<file path="config.mk">
export PLATFORM = sky130hd
export DESIGN_NAME = url_stream_tokenizer
export DESIGN_NICKNAME = d
export VERILOG_FILES = /design/src/hdl/urltok_pkg.sv /design/src/hdl/urltok_front.sv /design/src/hdl/urltok_queue.sv /design/src/hdl/urltok_back.sv /design/src/hdl/url_stream_tokenizer.sv
export SDC_FILE = /design/constraint.sdc
export NUM_CORES = 1
export LEC_CHECK = 0
export BUFFER_PORTS_ARGS = -buffer_cell sky130_fd_sc_hd__clkbuf_2
export CAP_MARGIN = 20
export CORE_MARGIN = 10
export CORE_UTILIZATION = 40
export DETAILED_ROUTE_END_ITERATION = 10
export PLACE_DENSITY = 0.59
export SYNTH_ARGS = -nofsm -noshare
export SYNTH_HDL_FRONTEND = slang
export SYNTH_HIERARCHICAL = 1
export SYNTH_SLANG_ARGS = --single-unit
</file>
<file path="constraint.sdc">
create_clock -name clk -period 6.75 [get_ports clk]
set_clock_uncertainty 0.05 [all_clocks]
set_input_delay 0.675 -clock clk [delete_from_list [all_inputs] [get_ports clk]]
set_output_delay 0.675 -clock clk [all_outputs]
set_load 0.02 [all_outputs]
</file>
<file path="src/hdl/urltok_pkg.sv">
// urltok_pkg: shared types and constants of the url stream tokenizer
// parse modes, result kinds, character codes and the job word that
// travels from the front part through the queue to the back part
`default_nettype none

package urltok_pkg;

  typedef enum logic [2:0] {
    MODE_START  = 3'd0,
    MODE_SCHEME = 3'd1,
    MODE_HOST   = 3'd2,
    MODE_PORT   = 3'd3,
    MODE_PATH   = 3'd4,
    MODE_QUERY  = 3'd5,
    MODE_FRAG   = 3'd6,
    MODE_FAILED = 3'd7
  } mode_t;

  typedef enum logic [2:0] {
    KIND_HOST   = 3'd0,
    KIND_PATH   = 3'd1,
    KIND_QNAME  = 3'd2,
    KIND_QVALUE = 3'd3,
    KIND_PEND   = 3'd4,
    KIND_FRAG   = 3'd5,
    KIND_DONE   = 3'd6
  } kind_t;

  // configuration register indexes
  localparam logic REG_PLAIN_PORT  = 1'b0;
  localparam logic REG_SECURE_PORT = 1'b1;

  localparam logic [15:0] PLAIN_PORT_RESET  = 16'd80;
  localparam logic [15:0] SECURE_PORT_RESET = 16'd443;

  localparam logic [7:0] CH_SPACE = 8'h20;
  localparam logic [7:0] CH_SLASH = 8'h2F;
  localparam logic [7:0] CH_COLON = 8'h3A;
  localparam logic [7:0] CH_QMARK = 8'h3F;
  localparam logic [7:0] CH_HASH  = 8'h23;
  localparam logic [7:0] CH_AMP   = 8'h26;
  localparam logic [7:0] CH_EQ    = 8'h3D;
  localparam logic [7:0] CH_ZERO  = 8'h30;
  localparam logic [7:0] CH_NINE  = 8'h39;
  localparam logic [7:0] CH_UA    = 8'h41;
  localparam logic [7:0] CH_UZ    = 8'h5A;
  localparam logic [7:0] CH_H     = 8'h68;
  localparam logic [7:0] CH_T     = 8'h74;
  localparam logic [7:0] CH_P     = 8'h70;
  localparam logic [7:0] CH_S     = 8'h73;

  // result slots of one job, emitted from bit 0 upward
  localparam int SLOT_BYTE = 0;
  localparam int SLOT_PEND = 1;
  localparam int SLOT_PATH = 2;
  localparam int SLOT_DONE = 3;
  localparam int NSLOTS    = 4;

  localparam int QDEPTH = 4;
  localparam int QAW    = $clog2(QDEPTH);
  localparam int QCW    = $clog2(QDEPTH + 1);

  typedef struct packed {
    logic [NSLOTS-1:0] mask;
    kind_t             b_kind;
    logic [7:0]        b_char;
    logic [15:0]       port;
    logic              secure;
    logic              error;
  } job_t;

endpackage

`default_nettype wire

</file>
<file path="src/hdl/urltok_front.sv">
// urltok_front: takes url bytes, runs the parse state machine and builds
// one job word per byte that causes results; holds the default port registers
// depends on urltok_pkg
`default_nettype none

module urltok_front (
  input  wire logic                 clk,
  input  wire logic                 rst,
  input  wire logic                 cfg_we,
  input  wire logic                 cfg_index,
  input  wire logic [15:0]          cfg_data,
  input  wire logic                 in_valid,
  input  wire logic [7:0]           char_in,
  input  wire logic                 final_byte,
  input  wire logic                 q_ready,
  output logic                      push_valid,
  output urltok_pkg::job_t          push_data
);

  logic [15:0] plain_port;
  logic [15:0] secure_port;

  urltok_pkg::mode_t mode, mode_next;
  logic [2:0]  spos, spos_next;
  logic        sec, sec_next;
  logic [15:0] accum, accum_next;
  logic        path_seen, path_seen_next;
  logic        query_seen, query_seen_next;
  logic        in_value, in_value_next;
  logic        err, err_next;

  logic        accept;
  logic [7:0]  lc;
  logic        is_digit;
  logic        run_scheme;
  logic        sfail;
  logic        err_done;
  logic        b_valid;
  urltok_pkg::kind_t b_kind;
  logic [7:0]  b_char;
  logic [15:0] port_sel;

  assign accept = in_valid && q_ready;

  always_ff @(posedge clk) begin
    if (rst) begin
      plain_port  <= urltok_pkg::PLAIN_PORT_RESET;
      secure_port <= urltok_pkg::SECURE_PORT_RESET;
    end else if (cfg_we) begin
      if (cfg_index == urltok_pkg::REG_PLAIN_PORT) begin
        plain_port <= cfg_data;
      end
      if (cfg_index == urltok_pkg::REG_SECURE_PORT) begin
        secure_port <= cfg_data;
      end
    end
  end

  always_ff @(posedge clk) begin
    if (rst || (accept && final_byte)) begin
      mode       <= urltok_pkg::MODE_START;
      spos       <= 3'd0;
      sec        <= 1'b0;
      accum      <= 16'd0;
      path_seen  <= 1'b0;
      query_seen <= 1'b0;
      in_value   <= 1'b0;
      err        <= 1'b0;
    end else if (accept) begin
      mode       <= mode_next;
      spos       <= spos_next;
      sec        <= sec_next;
      accum      <= accum_next;
      path_seen  <= path_seen_next;
      query_seen <= query_seen_next;
      in_value   <= in_value_next;
      err        <= err_next;
    end
  end

  always_comb begin
    lc       = (char_in >= urltok_pkg::CH_UA && char_in <= urltok_pkg::CH_UZ) ?
               (char_in | 8'h20) : char_in;
    is_digit = (char_in >= urltok_pkg::CH_ZERO) && (char_in <= urltok_pkg::CH_NINE);

    mode_next       = mode;
    spos_next       = spos;
    sec_next        = sec;
    accum_next      = accum;
    path_seen_next  = path_seen;
    query_seen_next = query_seen;
    in_value_next   = in_value;
    err_next        = err;
    run_scheme      = 1'b0;
    sfail           = 1'b0;
    b_valid         = 1'b0;
    b_kind          = urltok_pkg::KIND_HOST;
    b_char          = char_in;

    case (mode)
      urltok_pkg::MODE_START: begin
        if (char_in == urltok_pkg::CH_SLASH) begin
          mode_next      = urltok_pkg::MODE_PATH;
          path_seen_next = 1'b1;
          b_valid        = 1'b1;
          b_kind         = urltok_pkg::KIND_PATH;
        end else begin
          mode_next  = urltok_pkg::MODE_SCHEME;
          run_scheme = 1'b1;
        end
      end
      urltok_pkg::MODE_SCHEME: begin
        run_scheme = 1'b1;
      end
      urltok_pkg::MODE_HOST: begin
        if (char_in == urltok_pkg::CH_COLON) begin
          mode_next = urltok_pkg::MODE_PORT;
        end else if (char_in == urltok_pkg::CH_QMARK) begin
          mode_next = urltok_pkg::MODE_QUERY;
        end else if (char_in == urltok_pkg::CH_HASH) begin
          mode_next = urltok_pkg::MODE_FRAG;
        end else if (char_in == urltok_pkg::CH_SLASH) begin
          mode_next      = urltok_pkg::MODE_PATH;
          path_seen_next = 1'b1;
          b_valid        = 1'b1;
          b_kind         = urltok_pkg::KIND_PATH;
        end else begin
          b_valid = 1'b1;
        end
      end
      urltok_pkg::MODE_PORT: begin
        if (char_in == urltok_pkg::CH_QMARK) begin
          mode_next = urltok_pkg::MODE_QUERY;
        end else if (char_in == urltok_pkg::CH_HASH) begin
          mode_next = urltok_pkg::MODE_FRAG;
        end else if (char_in == urltok_pkg::CH_SLASH) begin
          mode_next      = urltok_pkg::MODE_PATH;
          path_seen_next = 1'b1;
          b_valid        = 1'b1;
          b_kind         = urltok_pkg::KIND_PATH;
        end else if (is_digit) begin
          // times ten as two shifts, wraps at 16 bits
          accum_next = {accum[12:0], 3'b000} + {accum[14:0], 1'b0}
                       + {12'd0, char_in[3:0]};
        end
      end
      urltok_pkg::MODE_PATH: begin
        if (char_in == urltok_pkg::CH_QMARK) begin
          mode_next = urltok_pkg::MODE_QUERY;
        end else if (char_in == urltok_pkg::CH_HASH) begin
          mode_next = urltok_pkg::MODE_FRAG;
        end else begin
          path_seen_next = 1'b1;
          b_valid        = 1'b1;
          b_kind         = urltok_pkg::KIND_PATH;
        end
      end
      urltok_pkg::MODE_QUERY: begin
        if (char_in == urltok_pkg::CH_HASH) begin
          mode_next = urltok_pkg::MODE_FRAG;
        end else begin
          query_seen_next = 1'b1;
          if (char_in == urltok_pkg::CH_AMP) begin
            in_value_next = 1'b0;
            b_valid       = 1'b1;
            b_kind        = urltok_pkg::KIND_PEND;
            b_char        = 8'd0;
          end else if (in_value) begin
            b_valid = 1'b1;
            b_kind  = urltok_pkg::KIND_QVALUE;
          end else if (char_in == urltok_pkg::CH_EQ) begin
            in_value_next = 1'b1;
          end else begin
            b_valid = 1'b1;
            b_kind  = urltok_pkg::KIND_QNAME;
          end
        end
      end
      urltok_pkg::MODE_FRAG: begin
        b_valid = 1'b1;
        b_kind  = urltok_pkg::KIND_FRAG;
      end
      default: begin
      end
    endcase

    // "http" [s] "://" with leading spaces skipped
    if (run_scheme) begin
      case (spos)
        3'd0: begin
          if (char_in != urltok_pkg::CH_SPACE) begin
            if (lc == urltok_pkg::CH_H) spos_next = 3'd1;
            else sfail = 1'b1;
          end
        end
        3'd1: if (lc == urltok_pkg::CH_T) spos_next = 3'd2; else sfail = 1'b1;
        3'd2: if (lc == urltok_pkg::CH_T) spos_next = 3'd3; else sfail = 1'b1;
        3'd3: if (lc == urltok_pkg::CH_P) spos_next = 3'd4; else sfail = 1'b1;
        3'd4: begin
          if (lc == urltok_pkg::CH_S) begin
            sec_next  = 1'b1;
            spos_next = 3'd5;
          end else if (char_in == urltok_pkg::CH_COLON) begin
            spos_next = 3'd6;
          end else begin
            sfail = 1'b1;
          end
        end
        3'd5: if (char_in == urltok_pkg::CH_COLON) spos_next = 3'd6; else sfail = 1'b1;
        3'd6: if (char_in == urltok_pkg::CH_SLASH) spos_next = 3'd7; else sfail = 1'b1;
        default: begin
          if (char_in == urltok_pkg::CH_SLASH) begin
            spos_next = 3'd0;
            mode_next = urltok_pkg::MODE_HOST;
          end else begin
            sfail = 1'b1;
          end
        end
      endcase
      if (sfail) begin
        mode_next = urltok_pkg::MODE_FAILED;
        err_next  = 1'b1;
      end
    end

    // ending partway through the scheme text counts as a mismatch
    err_done = err_next || (mode_next == urltok_pkg::MODE_SCHEME && spos_next != 3'd0);

    if (accum_next == 16'd0) port_sel = sec_next ? secure_port : plain_port;
    else port_sel = accum_next;

    push_data.mask[urltok_pkg::SLOT_BYTE] = b_valid;
    push_data.mask[urltok_pkg::SLOT_PEND] = final_byte && !err_done && query_seen_next;
    push_data.mask[urltok_pkg::SLOT_PATH] = final_byte && !err_done && !path_seen_next;
    push_data.mask[urltok_pkg::SLOT_DONE] = final_byte;
    push_data.b_kind = b_kind;
    push_data.b_char = b_char;
    push_data.port   = port_sel;
    push_data.secure = sec_next;
    push_data.error  = err_done;

    push_valid = accept && (push_data.mask != '0);
  end

endmodule

`default_nettype wire

</file>
<file path="src/hdl/urltok_queue.sv">
// urltok_queue: short first-in first-out queue of job words between the
// front and back parts of the tokenizer
// depends on urltok_pkg
`default_nettype none

module urltok_queue (
  input  wire logic             clk,
  input  wire logic             rst,
  input  wire logic             push,
  input  wire urltok_pkg::job_t push_data,
  output logic                  ready,
  output logic                  head_valid,
  output urltok_pkg::job_t      head_data,
  input  wire logic             pop
);

  urltok_pkg::job_t entries [urltok_pkg::QDEPTH];
  logic [urltok_pkg::QAW-1:0] wr_ptr;
  logic [urltok_pkg::QAW-1:0] rd_ptr;
  logic [urltok_pkg::QCW-1:0] count;

  assign ready      = (count != urltok_pkg::QCW'(urltok_pkg::QDEPTH));
  assign head_valid = (count != '0);
  assign head_data  = entries[rd_ptr];

  always_ff @(posedge clk) begin
    if (push) begin
      entries[wr_ptr] <= push_data;
    end
  end

  always_ff @(posedge clk) begin
    if (rst) begin
      wr_ptr <= '0;
      rd_ptr <= '0;
      count  <= '0;
    end else begin
      if (push) wr_ptr <= wr_ptr + 1'b1;
      if (pop)  rd_ptr <= rd_ptr + 1'b1;
      if (push && !pop) count <= count + 1'b1;
      else if (pop && !push) count <= count - 1'b1;
    end
  end

endmodule

`default_nettype wire

</file>
<file path="src/hdl/urltok_back.sv">
// urltok_back: expands each queued job into its result words, one per
// cycle unless out_ready stalls, through a registered output stage
// depends on urltok_pkg
`default_nettype none

module urltok_back (
  input  wire logic             clk,
  input  wire logic             rst,
  input  wire logic             head_valid,
  input  wire urltok_pkg::job_t head_data,
  output logic                  pop,
  output logic                  out_valid,
  input  wire logic             out_ready,
  output urltok_pkg::kind_t     kind,
  output logic [7:0]            char_out,
  output logic [15:0]           port,
  output logic                  secure,
  output logic                  error,
  output logic                  run_end
);

  logic [urltok_pkg::NSLOTS-1:0] sent;
  logic [urltok_pkg::NSLOTS-1:0] pending;
  logic [urltok_pkg::NSLOTS-1:0] pick;
  logic                          last;
  logic                          load;

  urltok_pkg::kind_t kind_sel;
  logic [7:0]        char_sel;
  logic [15:0]       port_sel;
  logic              sec_sel;
  logic              err_sel;

  always_comb begin
    pending = head_data.mask & ~sent;
    pick    = pending & (~pending + 1'b1);
    last    = ((pending & ~pick) == '0);
    load    = head_valid && (!out_valid || out_ready);
    pop     = load && last;

    kind_sel = urltok_pkg::KIND_DONE;
    char_sel = 8'd0;
    port_sel = 16'd0;
    sec_sel  = 1'b0;
    err_sel  = 1'b0;
    if (pick[urltok_pkg::SLOT_BYTE]) begin
      kind_sel = head_data.b_kind;
      char_sel = head_data.b_char;
    end else if (pick[urltok_pkg::SLOT_PEND]) begin
      kind_sel = urltok_pkg::KIND_PEND;
    end else if (pick[urltok_pkg::SLOT_PATH]) begin
      kind_sel = urltok_pkg::KIND_PATH;
      char_sel = urltok_pkg::CH_SLASH;
    end else begin
      port_sel = head_data.port;
      sec_sel  = head_data.secure;
      err_sel  = head_data.error;
    end
  end

  always_ff @(posedge clk) begin
    if (rst) begin
      out_valid <= 1'b0;
      sent      <= '0;
    end else if (load) begin
      out_valid <= 1'b1;
      sent      <= last ? '0 : (sent | pick);
    end else if (out_ready) begin
      out_valid <= 1'b0;
    end
  end

  always_ff @(posedge clk) begin
    if (load) begin
      kind     <= kind_sel;
      char_out <= char_sel;
      port     <= port_sel;
      secure   <= sec_sel;
      error    <= err_sel;
      run_end  <= last;
    end
  end

endmodule

`default_nettype wire

</file>
<file path="src/hdl/url_stream_tokenizer.sv">
// url stream tokenizer: takes one url byte per word on the slave side and
// sends each byte on tagged as host, path, query name, query value or fragment,
// and a done word on the last byte. A byte is taken in every cycle while the
// four-entry job queue has room; each byte gives as many result words as it
// causes (none for delimiters and skipped bytes, up to four on the last byte),
// so the sustained rate is one result word per cycle while m_tready is high,
// set by the single output register. A result passes through a job queue entry
// and the output register. Default ports are to be written through the cfg
// port only while idle; the block itself does not enforce this.
// depends on urltok_pkg, urltok_front, urltok_queue, urltok_back
`default_nettype none

module url_stream_tokenizer (
  input  wire logic        clk,
  input  wire logic        rst,
  input  wire logic        cfg_we,
  input  wire logic        cfg_index,
  input  wire logic [15:0] cfg_data,
  input  wire logic        s_tvalid,
  output logic             s_tready,
  input  wire logic [7:0]  s_tdata,   // [7:0] char_in
  input  wire logic        s_tlast,   // final_byte
  output logic             m_tvalid,
  input  wire logic        m_tready,
  output logic [31:0]      m_tdata,   // [7:0] char_out, [23:8] port, [24] secure, [25] error
  output logic [2:0]       m_tuser,   // [2:0] kind
  output logic             m_tlast    // run_end
);

  logic              push_valid;
  urltok_pkg::job_t  push_data;
  logic              q_ready;
  logic              head_valid;
  urltok_pkg::job_t  head_data;
  logic              pop;
  urltok_pkg::kind_t kind;
  logic [7:0]        char_out;
  logic [15:0]       port;
  logic              secure;
  logic              error;

  assign s_tready = q_ready;

  urltok_front u_front (
    .clk        (clk),
    .rst        (rst),
    .cfg_we     (cfg_we),
    .cfg_index  (cfg_index),
    .cfg_data   (cfg_data),
    .in_valid   (s_tvalid),
    .char_in    (s_tdata),
    .final_byte (s_tlast),
    .q_ready    (q_ready),
    .push_valid (push_valid),
    .push_data  (push_data)
  );

  urltok_queue u_queue (
    .clk        (clk),
    .rst        (rst),
    .push       (push_valid),
    .push_data  (push_data),
    .ready      (q_ready),
    .head_valid (head_valid),
    .head_data  (head_data),
    .pop        (pop)
  );

  urltok_back u_back (
    .clk        (clk),
    .rst        (rst),
    .head_valid (head_valid),
    .head_data  (head_data),
    .pop        (pop),
    .out_valid  (m_tvalid),
    .out_ready  (m_tready),
    .kind       (kind),
    .char_out   (char_out),
    .port       (port),
    .secure     (secure),
    .error      (error),
    .run_end    (m_tlast)
  );

  assign m_tuser = kind;
  assign m_tdata = {6'd0, error, secure, port, char_out};

  // a done word always closes the run of its byte
  a_done_last: assert property (@(posedge clk) disable iff (rst)
    m_tvalid && kind == urltok_pkg::KIND_DONE |-> m_tlast)
    else $error("done word without run end");

  // only done words carry port, secure and error
  a_char_clean: assert property (@(posedge clk) disable iff (rst)
    m_tvalid && kind != urltok_pkg::KIND_DONE |-> port == 16'd0 && !secure && !error)
    else $error("status fields set on a character word");

  // the queue is never written when full
  a_no_overflow: assert property (@(posedge clk) disable iff (rst)
    push_valid |-> q_ready)
    else $error("job queue overflow");

  // a popped job leaves through the output register at that edge
  a_pop_loads: assert property (@(posedge clk) disable iff (rst)
    pop |=> m_tvalid && m_tlast)
    else $error("popped job did not end its run");

endmodule

`default_nettype wire
</file>
== Yosys cells after proc, flatten, opt, wreduce, memory -nomap -nowiden ==
Memories as Yosys holds them, arrays and structs flattened. A register that Yosys moved wholly into a read port is not among the register bits.
Index checks and enable logic that the tools add are counted.

* $add $sub $neg: 7
* $lt $le $gt $ge: 4
* Equal/unequal tests: 25
* Muxes and demuxes: 98
* Bitwise operators: 9
* Reductions and logical operators: 36

{| class="wikitable"
|+ Operators with widths
! kind !! number
|-
| $mux 16 || 7
|-
| $mux 3 || 33
|-
| $eq 8x6->1 const B || 6
|-
| $mux 1 || 40
|-
| $mux 8 || 5
|-
| $eq 8x7->1 const B || 4
|-
| $pmux 3 s7 || 1
|-
| $eq 3x3->1 const B || 6
|-
| $pmux 3 s6 || 1
|-
| $add 16x16->16 || 1
|-
| $add 16x4->16 || 1
|-
| $logic_not 16->1 || 1
|-
| $pmux 3 s5 || 1
|-
| $logic_and 1x1->1 || 13
|-
| $and 4x4->4 || 3
|-
| $eq 3x2->1 const B || 4
|-
| $mux 6 || 2
|-
| $not 4->4 || 3
|-
| $eq 3x1->1 const B || 3
|-
| $ge 8x6->1 const B || 1
|-
| $ge 8x7->1 const B || 1
|-
| $le 8x6->1 const B || 1
|-
| $le 8x7->1 const B || 1
|-
| $ne 8x6->1 const B || 1
|-
| 25 further kinds || 39
|}

* Register bits: 101
* Memory bits (writable): 132
* Input bits: 31
* Output and inout bits: 38
* Memories kept: 1

{| class="wikitable"
|+ Memory list
! memory !! words !! width !! read ports !! clocked after Yosys merged registers in !! write ports !! line !! source
|-
| u_queue.entries || 4 || 33 || 1 || 1 || 1 || urltok_queue.sv:17 || <nowiki>urltok_pkg::job_t entries [urltok_pkg::QDEPTH];</nowiki>
|}

== Logic depth before layout (Yosys ltp) ==
* Depth after elaboration: 22
* Depth in mapped cells: 14
* Depth with buffers taken out: 13

== By module ==
The synthesis kept the hierarchy.

{| class="wikitable"
|+ By module, submodules not included
! module !! times used !! cells each !! area each (um^2) !! seq. area each (um^2)
|-
| urltok_queue || 1 || 218 || 5238.8 || 4144.0
|-
| urltok_front || 1 || 562 || 4533.1 || 1181.1
|-
| urltok_back || 1 || 98 || 1406.3 || 1001.0
|-
| url_stream_tokenizer || 1 || 9 || 63.8 || 0.0
|}

== Least setup slack after synthesis ==
OpenSTA, ideal clock, no wires.

* Path kind: input port to flip-flop
* Start point: input s_tdata[3]
* End point: memory u_queue/entries[0][10] (netlist name), data pin
* Data arrival time: 3.470 ns
* Required time: 6.484 ns
* Path slack: 3.014 ns
* Stages on the path: 10
* Buffers on the path: 1
* Cell sequence: fa_1 -> fa_1 -> a211oi_4 -> o211ai_2 -> a41oi_2 -> xnor2_1 -> o31ai_4 -> nand3_4 -> buf_6 -> o41ai_2

{| class="wikitable"
|+ RTL lines
! item !! line !! source
|-
| from (decl) || url_stream_tokenizer.sv:21 || <nowiki>input wire logic [7:0] s_tdata,</nowiki>
|-
| to (decl) || urltok_queue.sv:17 ||
|}

==> key figures <==
Run status
  – Status: complete, no violations

Logic synthesis
  – Area contributors post-synth: edfxtp_1 (43%), dfxtp_1 (13%), mux4_2 (6.0%), nand2_1 (3.5%), ha_1 (3.5%)
  – Simple-Gate Fraction of Synth Area: between 10% and 20%
  – Synth cell types: 91
  – Most common cell in the synthesized netlist: edfxtp_1
  – Count of flip-flops with a built-in enable after synthesis: 162
  – Mean Syn Cell Area: 12.7 sq um
  – Sequential area share after synthesis: between 50 and 60%
  – Largest family of logic cells by synthesized area: simple AND/OR/NAND/NOR gates
  – Post-Syn Instances: slightly below 900
  – Flops & latches, synth: between 200 and 250
  – Post-synthesis mux area share: 10.1%
  – Top post-synthesis cells by count: edfxtp_1 (162), nand2_1 (104), dfxtp_1 (73), nor2_1 (53), a21oi_1 (52)
  – Adder-cell share of the synthesized area: roughly 4.0%
  – FFs w/ async S/R, synth: 0%
  – XOR/XNOR Fraction of Synth Area: between 1 and 1.5%
  – Most used flip-flop cell after synthesis: edfxtp_1
  – Synth area leader: edfxtp_1
  – Synth warnings: 6
  – Complex-gate fraction of the synthesized area: 11.0%
  – Mapped Area: 11,200 sq um
  – Share of the synthesized area in the top cell type: between 40% and 50%

Layout
  – Finished Cell Area: ~12,000 sq um
  – Antenna diodes: 0
  – Util after Layout: 44.8%
  – Syn-to-layout area delta: 10.8%
  – Layout Nets: around 1,000
  – FILL cells: 2,563
  – Share of layout cells above drive strength 1: 18.4%

Routing
  – Vias post-DR: slightly above 7,000
  – Pre-antenna DRT Iters: 5
  – DRT iter0 DRCs: about 680
  – Routed WL: 25,100 um
  – DRC viols: 0
  – Wirelength per Cell: 19.0 um
  – Vias per cell: about 5.4
  – Routed Antenna Nets: 0

Timing
  – Hold Slack: between 0.3 and 0.4 ns
  – Final setup viols: 0
  – RSZ-0062 raised after global routing: false
  – Final Hold Vio Count: 0
  – Tcrit/Tclk final: about three fifths
  – Fin. max-slew vios: 0
  – Setup TNS: 0 ns
  – Max_slew headroom: 35.1%
  – Max Fclk: 242 MHz
  – Worst Tran Pin Value: approximately 0.97 ns
  – Fin crit period: 4.13 ns

Global route
  – Pin count of the biggest net entering global routing: 47
  – Grt total ovfl: 0
  – Initial antenna violation count: 0
  – First-pass GRT wire length: 40,300 um
  – Global Route Usage Sum: ~14%
  – Vias in the first global route: about 7,200

Setup path
  – WS Path Type: in2reg
  – CP max stage cell: o41ai_1
  – Most frequent CP cell: fa_1
  – Max FO, Critical Path: 16
  – Critical path arrival: ~4.3 ns
  – Element type at the critical path end: register
  – Critical-path cell list: clkbuf_2, fa_1, fa_1, a211oi_4, o211ai_2, a41oi_2, xnor2_1, o31ai_4, nand3_4, o41ai_1
  – Crit start category: input pin
  – Critical path required time: 6.92 ns
  – Worst path max stage delay: 0.75 ns

Power and ir drop
  – Power per cell area: roughly 350 nW/um^2
  – VDD IR max: about 0.17 mV
  – Static Leak: roughly 0.0047 uW

Run
  – Max cap viols: 0

CTS
  – CTS Buf Count: 25
  – CTS Sinks: between 200 and 250
  – H-tree Lvls: 1
  – CTS resizes: 0
  – Clk buf depth: 3
  – TritonCTS clock tree: built
  – Post-CTS setup buffer count: 0
  – Hold Buf Count CTS: 0
  – Clk_lat worst skew: ~0.51 ns
  – Clk slew on worst S/H paths: about 0.060 ns
  – CTS root buf: clkbuf_16

Floorplan
  – Chip Width: 188 um
  – Initial Util: 40.5%
  – Num rows: approximately 60
  – Core box area: 27,800 sq um
  – Total Die Area: about 35,000 sq um
  – I/O Pins: between 60 and 70
  – Die Ht: about 190 um

Min path
  – Hold crit path type: in2reg

Placement
  – Placed instance area: roughly 12,000 sq um
  – Port Buffers: 62
  – Post-detail-place hpwl: approximately 17,000 um
  – Final GP Congestion: ~0.86
-- metal layers --
layer / share of wire, % / up-vias / wire length, um / GRT usage (%)
met5: 0 / - / 0 / 0
li1: - / 3399 / - / -
met1: 47 / 3507 / 11800 / 18.7
met4: 0.93 / 0 / 234 / 2.83
met3: 4.3 / 18 / 1070 / 2.19
met2: 48 / 154 / 12000 / 23.2
-- sequential cells by signal, indices dropped and copies added, names as in the netlist, 2 cells and up, named ones only --
name                 cells
u_back/char_out          8
u_front/spos             3
u_back/sent              4
u_front/accum           16
u_queue/count            3
u_queue/wr_ptr           2
u_queue/entries        132
u_front/plain_port      16
u_front/mode             3
u_front/secure_port     16
u_queue/rd_ptr           2
u_back/kind              3
u_back/port             16
-- where the power goes --
group / internal (uW) / switching [uW]
Sequential: 1850 / 86.4
Combinational: 448 / 763
Clock: 702 / 524
Total: 3000 / 1370
-- final timing paths --
check / slack [ns] / to / depth (start not counted) / start
max: 2.62 / u_queue/entries[0][2] / 10 / s_tdata[3]
min: 0.34 / u_front/plain_port[11] / 3 / cfg_data[11]
max reg2reg: 2.67 / u_queue/entries[0][2] / 9 / u_front/accum[2]
min reg2reg: 0.40 / u_front/plain_port[13] / 2 / u_front/plain_port[13]
-- placed cells by master, fill, tap and decap left out, types with 8 or more instances in the layout --
master and instances:
nor3_1 12, clkbuf_16 25, mux4_2 30, clkbuf_1 9, clkbuf_2 64, a211oi_1 14
o21ai_0 12, mux2i_1 30, nand2b_1 9, a21o_1 10, ha_1 31, nand4_1 9
dfxtp_1 72, and3_1 21, edfxtp_1 162, buf_4 11, nand2_1 104, and2_1 18
nand3b_1 10, inv_1 16, o41ai_2 8, xnor2_1 10, a21oi_1 52, nor2_1 53
-- kinds of logic (layout without fill, tap and decap cells) --
logic type	after synthesis	after routing
AND/OR/NAND/NOR	286	286
flip-flops	235	235
AO/OA/AOI/OAI	163	163
buffers and inverters	84	134
multiplexers	69	69
adder cells (fa/ha/maj)	34	34
XOR/XNOR	15	15
other	1	6
-- worst max-delay path, delay by kind of cell --
kind / cells / cell delay [ns]
buffers and inverters: 1 / 0.24
AO/OA/AOI/OAI: 5 / 1.85
adder cells (fa/ha/maj): 2 / 1.10
XOR/XNOR: 1 / 0.14
AND/OR/NAND/NOR: 1 / 0.27
-- metrics by stage --
step	instances	setup slack [ns]	power (uW)
after floorplan	892	3.01	2910
after global placement	1275	2.26	3180
after detailed placement	1275	2.11	3210
after CTS	1320	2.65	4440
after global routing	1320	2.37	4620
final	1320	2.62	4380
-- cell type report --
type / instances / area (sq um) / share of cell area, %
repair buffers: 73 / 393 / 3.16
multi-input cells: 573 / 4470 / 35.9
well taps: 378 / 473 / 3.80
clock buffers: 38 / 691 / 5.55
flip-flops and latches: 235 / 6330 / 50.8
inverters: 16 / 60.1 / 0.482
clock inverters: 7 / 32.5 / 0.261
Power figures use the tool's default switching activity.
